**src/hw/rtl/mre_pkg.sv**
```systemverilog
// ----------------------------------------------------------------------------
// mre_pkg: shared types and constants
// Word layouts between the front end, the dividers and the output stage of
// the Mooney-Rivlin energy evaluator, plus the output clamp.
// ----------------------------------------------------------------------------
`default_nettype none

package mre_pkg;

  localparam int OUT_W      = 48;
  localparam int SUM_W      = 56;
  localparam int QW         = 51;
  localparam int COEF_W     = 32;
  localparam int STRETCH_W  = 16;
  localparam int CFG_IDX_W  = 1;
  localparam int FRONT_LAT  = 5;
  localparam int DIV_LAT    = QW + 2;
  localparam int BACK_LAT   = 3;

  localparam logic [CFG_IDX_W-1:0] REG_COEF_FIRST  = 1'b0;
  localparam logic [CFG_IDX_W-1:0] REG_COEF_SECOND = 1'b1;

  localparam logic [QW:0] TERM_CAP = (QW+1)'(1) << (QW - 1);

  localparam logic signed [SUM_W-1:0] OUT_MAX_S = SUM_W'({1'b0, {(OUT_W-1){1'b1}}});
  localparam logic signed [SUM_W-1:0] OUT_MIN_S = ~OUT_MAX_S;

  typedef struct packed {
    logic [2:0][31:0] sq;
    logic [2:0][47:0] cube;
    logic [2:0][63:0] quart;
  } pow_t;

  typedef struct packed {
    logic [SUM_W-1:0]       e1;
    logic [2:0][SUM_W-1:0]  s1;
    logic                   zero;
  } side_t;

  typedef struct packed {
    logic [OUT_W-1:0]       energy;
    logic [2:0][OUT_W-1:0]  slope;
    logic [2:0][OUT_W-1:0]  curv;
    logic                   zero;
    logic                   sat;
  } result_t;

  typedef struct packed {
    logic [OUT_W-1:0] value;
    logic             sat;
  } clamp_t;

  function automatic clamp_t clamp_out(input logic signed [SUM_W-1:0] x);
    clamp_t r;
    r.sat = 1'b0;
    r.value = x[OUT_W-1:0];
    if (x > OUT_MAX_S) begin
      r.value = OUT_MAX_S[OUT_W-1:0];
      r.sat = 1'b1;
    end else if (x < OUT_MIN_S) begin
      r.value = OUT_MIN_S[OUT_W-1:0];
      r.sat = 1'b1;
    end
    return r;
  endfunction

endpackage

`default_nettype wire

```
**src/hw/rtl/mre_back.sv**
```systemverilog
// ----------------------------------------------------------------------------
// mre_back: term summation and output clamp
// Applies signs to the quotients, sums the energy terms over two stages,
// the others in the first, then clamps to the 48-bit range in the third.
// ----------------------------------------------------------------------------
`default_nettype none

module mre_back (
  input  wire logic                                      clk,
  input  wire logic [2:0][mre_pkg::QW-1:0]               q_e,
  input  wire logic [2:0][mre_pkg::QW-1:0]               q_s,
  input  wire logic [2:0][mre_pkg::QW-1:0]               q_c,
  input  wire mre_pkg::side_t                            side,
  input  wire logic signed [mre_pkg::COEF_W-1:0]         coef_first,
  input  wire logic signed [mre_pkg::COEF_W-1:0]         coef_second,
  output mre_pkg::result_t                               res
);

  localparam int SW = mre_pkg::SUM_W;

  logic signed [SW-1:0] c1x, c2x;
  logic                 n2;
  logic signed [SW-1:0] te [0:2];

  logic signed [SW-1:0] ea1, eb1, e2;
  logic signed [SW-1:0] sl1 [0:2];
  logic signed [SW-1:0] sl2 [0:2];
  logic signed [SW-1:0] cv1 [0:2];
  logic signed [SW-1:0] cv2 [0:2];
  logic                 zero1, zero2;

  mre_pkg::clamp_t ce;
  mre_pkg::clamp_t cs [0:2];
  mre_pkg::clamp_t cc [0:2];

  assign c1x = SW'(coef_first);
  assign c2x = SW'(coef_second);
  assign n2  = coef_second[31];

  always_comb begin
    for (int i = 0; i < 3; i++) begin
      te[i] = n2 ? -$signed(SW'(q_e[i])) : $signed(SW'(q_e[i]));
    end
  end

  always_comb begin
    ce = mre_pkg::clamp_out(e2);
    for (int i = 0; i < 3; i++) begin
      cs[i] = mre_pkg::clamp_out(sl2[i]);
      cc[i] = mre_pkg::clamp_out(cv2[i]);
    end
  end

  always_ff @(posedge clk) begin
    zero1 <= side.zero;
    ea1   <= $signed(side.e1) - ((c2x <<< 1) + c2x) + te[0];
    eb1   <= te[1] + te[2];
    for (int i = 0; i < 3; i++) begin
      sl1[i] <= $signed(side.s1[i])
              + (n2 ? $signed(SW'(q_s[i])) : -$signed(SW'(q_s[i])));
      cv1[i] <= (c1x <<< 1)
              + (n2 ? -$signed(SW'(q_c[i])) : $signed(SW'(q_c[i])));
    end

    zero2 <= zero1;
    e2    <= ea1 + eb1;
    for (int i = 0; i < 3; i++) begin
      sl2[i] <= sl1[i];
      cv2[i] <= cv1[i];
    end

    res.zero   <= zero2;
    res.energy <= zero2 ? '0 : ce.value;
    res.sat    <= !zero2 && (ce.sat || cs[0].sat || cs[1].sat || cs[2].sat
                             || cc[0].sat || cc[1].sat || cc[2].sat);
    for (int i = 0; i < 3; i++) begin
      res.slope[i] <= zero2 ? '0 : cs[i].value;
      res.curv[i]  <= zero2 ? '0 : cc[i].value;
    end
  end

endmodule

`default_nettype wire

```
**config.mk**
```make
export PLATFORM = sky130hd
export DESIGN_NAME = mre_back
export DESIGN_NICKNAME = d
export VERILOG_FILES = /design/src/hw/rtl/mre_pkg.sv /design/src/hw/rtl/mre_back.sv
export SDC_FILE = /design/constraint.sdc
export NUM_CORES = 2
export LEC_CHECK = 0
export BUFFER_PORTS_ARGS = -buffer_cell sky130_fd_sc_hd__buf_2
export CAP_MARGIN = 10
export CELL_PAD_IN_SITES_DETAIL_PLACEMENT = 1
export CELL_PAD_IN_SITES_GLOBAL_PLACEMENT = 2
export CORE_MARGIN = 8
export CORE_UTILIZATION = 37
export DETAILED_ROUTE_END_ITERATION = 8
export HOLD_SLACK_MARGIN = 0.05
export PLACE_DENSITY = 0.93
export RECOVER_POWER = 25
export SYNTH_ARGS = -nofsm -noshare
export SYNTH_HDL_FRONTEND = slang
export SYNTH_SLANG_ARGS = --single-unit
export TNS_END_PERCENT = 20
```
**constraint.sdc**
```tcl
create_clock -name clk -period 11 [get_ports clk]
set_input_delay 0.55 -clock clk [delete_from_list [all_inputs] [get_ports clk]]
set_output_delay 0.55 -clock clk [all_outputs]
set_load 0.005 [all_outputs]
```
After elaboration in Yosys (flattened, before gate mapping)
Memories as Yosys holds them, arrays and structs flattened.
Cells that the tools add are included.
- bits in registers: 508
- memory bits (writable): 672
- input port bits: 749
- output and inout bits: 338
- word-level logic and storage cells: 97
- memories: 4
- memory list (name ; words ; bits a word ; rd ports ; clocked after memory_dff ; wr ports ; line ; RTL):
    cv1 ; 3 ; 56 ; 3 ; 0 ; 3 ; mre_back.sv:28 ; logic signed [SW-1:0] cv1 [0:2];
    cv2 ; 3 ; 56 ; 3 ; 0 ; 3 ; mre_back.sv:29 ; logic signed [SW-1:0] cv2 [0:2];
    sl1 ; 3 ; 56 ; 3 ; 0 ; 3 ; mre_back.sv:26 ; logic signed [SW-1:0] sl1 [0:2];
    sl2 ; 3 ; 56 ; 3 ; 0 ; 3 ; mre_back.sv:27 ; logic signed [SW-1:0] sl2 [0:2];
- add/subtract/negate cells: 20
- $lt $le $gt $ge: 14
- mux-type cells: 23
- reductions and logical operators: 15
- operator list (operator ; number):
    $mux 56 ; 9
    $neg 51->56 ; 9
    $gt 56x48->1 const B ; 7
    $lt 56x48->1 const B ; 7
    $mux 49 ; 7
    $add 56x56->56 ; 6
    $mux 48 ; 7
    $add 33x56->56 ; 3
    $sub 56x34->56 ; 1
    $add 33x32->34 ; 1
    $reduce_or 2->1 ; 7
    $logic_or 1x1->1 ; 6
    $logic_and 1x1->1 ; 1
    $logic_not 1->1 ; 1

Logic depth before layout (Yosys ltp)
An unclocked memory read counts as a cell.
- depth after elaboration: 11
- mapped depth: 26
- mapped depth without buffers: 25

Worst setup path before layout
Ideal clock, no wire load.
- kind: input -> register
- from: input q_c[52] in the netlist's numbering
- to: memory cv1[0][111] in the netlist's numbering
- setup time: 0.072 ns
- data arrival time: 5.887 ns
- required time: 10.928 ns
- slack: 5.041 ns
- stages: 21
- buffers on the path: 0
- cell sequence: inv_1 ha_1 nand2b_1 or3_1 or3_1 or3_4 or4_4 or4_4 nand2b_4 or4_4 o41ai_1 xnor2_1 ha_1 a21o_1 a21o_1 a21o_1 a221o_1 a31oi_1 o21ai_0 a311oi_1 xnor2_1
- RTL lines (what ; line ; RTL):
    start, declared ; mre_back.sv:12 ; input wire logic [2:0][mre_pkg::QW-1:0] q_c,
    end, declared ; mre_back.sv:28 ;

==> results.py <==
metrics = {
    "run_status": {
        "outcome": "complete, but fails checks",
        "violations": "capacitance limit, slew limit",
    },
    "logic_synthesis": {
        "synth_nets": 8787,
        "synthArstFlopShare_pct": 0,
        "synth-main-ff-cell": "dfxtp_1",
        "yosysWarnings": 0,
        "avgSynthCellArea_sq_um": 8.80,
        "synth_seq_cells": 1180,
        "synth-edff-count": 0,
        "syn_inst": 7441,
        "synthesis.area_sq_um": 65500,
        "yosysSeqAreaShare_pct": 36.1,
        "synth_cell_types": 80,
    },
    "detailed_routing": {
        "totalWireLength_um": 269000,
        "route.detailed.drc": 0,
        "dr.pass1.iters": 5,
        "wl_per_cell_um": 24.5,
        "drtIter0Drc": 3736,
        "vias": 59940,
        "postRouteAntennaNets": 0,
        "drt-vias-per-instance": 5.47,
    },
    "sta": {
        "report.final.slew_viol_count": 175,
        "fin_tns_setup_ps": 0,
        "post-route-min-period_ps": 6610,
        "rsz0062_at_grt": "no",
        "final.period_utilization_pct": 60.1,
        "finalHoldViolations": 0,
        "setup_viol_count_final": 0,
        "timing.fmax_mhz": 151,
        "fin_hold_ws_ps": 146,
        "worst_slew_pin_slew_ps": 3250,
        "max_slew_margin_pct": -116,
        "clock_skew_ps": 36.7,
    },
    "cts": {
        "cts_buffers": 133,
        "cts_root_buffer": "clkbuf_16",
        "hold_buffers": 18,
        "clk_latency_ps": 800,
        "post_cts_buffers": 0,
        "cts.sinks": 1180,
        "cts_htree_levels": 4,
        "clkSlewWorstSetupHoldPaths_ps": 70,
        "cts_tree": "yes",
        "cts.repair.resized": 0,
        "clockBufferDepth": 3,
    },
    "placed_design": {
        "gp_congestion": 1.01,
        "placed_area_sq_um": 73100,
        "io_buffers": 1086,
        "dp.cells": 10596,
        "hpwlAfterDp_um": 221000,
    },
    "power": {
        "power_density_nw_per_um2": 222,
        "p_leak_nw": 34.8,
        "peakVddDrop_v": 0.000140,
    },
    "critical_path": {
        "cp-end-kind": "register",
        "arrival_ps": 7320,
        "critical-path-slowest-cell": "or4_4",
        "max_stage_delay_ps": 550,
        "path_class": "in -> reg",
        "cp_max_fo": 6,
        "path_cells": "dlygate4sd3_1 > clkbuf_1 > inv_1 > ha_1 > nand2b_1 > or3_1 > or3_1 > or3_4 > or4_4 > or4_4 > nand2b_4 > or4_4 > o41ai_1 > xnor2_1 > ha_1 > a21o_1 > a21o_1 > a21o_1 > a221o_1 > a31oi_1 > o21ai_0 > a311oi_1 > xnor2_1",
        "critPathLaunchType": "input pin",
        "reg2reg_setup_slack_ps": 6290,
        "worstPathRequired_ps": 11710,
    },
    "layout": {
        "final_area_sq_um": 78000,
        "nets": 9756,
        "syn_to_final_growth_pct": 19.1,
        "drive_gt1_share_pct": 16.2,
        "final_cell_mix": "dfxtp_1 (1180), buf_2 (1078), a21oi_1 (762)",
        "fillers": 20945,
        "layout_commonest_cell": "dfxtp_1",
        "final-instance-count-excl-fill": 10952,
    },
    "floorplan": {
        "ios": 1087,
        "initial_core_util_pct": 37.2,
        "chipHeight_um": 437,
        "num_rows": 154,
        "fp.dieW_um": 437,
        "core_area_sq_um": 176000,
        "die_area_sq_um": 191000,
    },
    "global_route": {
        "grt.total_usage_pct": 26.6,
        "grt_pass1_wl_um": 394000,
        "grt_max_degree": 186,
        "first_global_vias": 61907,
        "globalRouteOverflowTotal": 0,
        "antenna_found_initial": 163,
    },
    "min_path": {
        "hold_path_class": "in -> reg",
    },
    "job": {
        "timing.max_cap.violations": 3,
    },
}
-- flip-flops by register name (all words and copies together), names as in the netlist --
register	count
e2	56
zero2	1
cv1	168
res	338
zero1	1
ea1	56
eb1	56
sl2	168
cv2	168
sl1	168
-- layout make-up --
class	instances	area [sq um]	area share [%]
Antenna cell	102	255	0.327
Clock buffer	171	3640	4.67
Clock inverter	64	853	1.09
Tap cell	2340	2930	3.75
Sequential cell	1180	23600	30.3
Multi-Input combinational cell	5656	39700	50.9
Timing Repair Buffer	1127	5800	7.44
Inverter	312	1170	1.50
-- synth_stat cells, types with 29 or more instances --
master | number | area share [%]
a21o_1 | 318 | 3.6
nand2_1 | 419 | 2.4
nor3_1 | 100 | 0.76
nor4_1 | 70 | 0.67
clkbuf_1 | 263 | 1.5
a21oi_1 | 769 | 5.9
and2_1 | 32 | 0.31
xor2_1 | 319 | 4.3
ha_1 | 503 | 9.6
or3_1 | 76 | 0.73
nand3_1 | 110 | 0.84
fa_1 | 94 | 2.9
o41ai_1 | 47 | 0.63
or4_1 | 47 | 0.54
nor2b_1 | 73 | 0.70
o31ai_1 | 125 | 1.4
and3_1 | 47 | 0.45
nand2b_1 | 62 | 0.59
nor2_1 | 634 | 3.6
buf_1 | 29 | 0.17
dfxtp_1 | 1180 | 36
o21ai_0 | 400 | 3.1
o21bai_1 | 98 | 1.1
nand4_1 | 116 | 1.1
o21a_1 | 192 | 2.2
inv_1 | 311 | 1.8
xnor2_1 | 599 | 8.0
a211oi_1 | 43 | 0.49
a31oi_1 | 79 | 0.75
-- cells by family (layout without fill, tap and decap cells) --
logic type / after synthesis / in the layout / share of synthesized area, %
AO/OA/AOI/OAI: 2263 / 2263 / 21.8
AND/OR/NAND/NOR: 1871 / 1871 / 13.8
flip-flops: 1180 / 1180 / 36.1
XOR/XNOR: 918 / 918 / 12.3
buffers and inverters: 605 / 1674 / 3.47
adder cells (fa/ha/maj): 597 / 597 / 12.5
multiplexers: 7 / 7 / 0.113
other: 0 / 102 / 0
-- power breakdown --
group          switching [mW]  internal, mW  total [mW]  leakage [nW]
Clock                    1.91          2.66        4.57          2.18
Combinational            3.90          2.59        6.49          22.7
Sequential              0.536          5.72        6.26          9.92
Total                    6.34          11.0        17.3          34.8
-- worst max-delay path: cells and delay by family --
kind | cells | cell delay (ps)
and+or+nand+nor | 8 | 3010
AOI/OAI and AO/OA | 8 | 2240
buffers and inverters | 3 | 700
adders and majority gates | 2 | 470
xor gates and xnor gates | 2 | 340
-- worst paths after layout --
path | startpoint | endpoint | cells after the start
worst min register to register | cv1[0][158]$_DFF_P_ | cv2[0][158]$_DFF_P_ | 0
worst max-delay path | q_c[51] | cv1[0][111]$_DFF_P_ | 23
worst min-delay path | side[111] | sl1[0][110]$_DFF_P_ | 3
worst max register to register | eb1[0]$_DFF_P_ | e2[50]$_DFF_P_ | 14
-- stage by stage --
step / utilization [%] / setup slack [ps] / power, mW
floorplan: - / 5040 / 10.5
global placement: 41.5 / 4190 / 12.6
detailed placement: 41.5 / 4190 / 12.7
CTS: 44.2 / 4530 / 17.4
global route: 44.3 / 4270 / 18.4
finish: 44.3 / 4390 / 17.3
-- per-layer routing --
layer,part of all wire (%),GRT usage [%],routed length [um]
met4,6.4,15.9,17200
met1,42,32.8,114000
met3,4.6,4.22,12400
met5,0.010,0,27
met2,47,43.8,125000
Note: power is estimated with default switching activity, not from simulation.
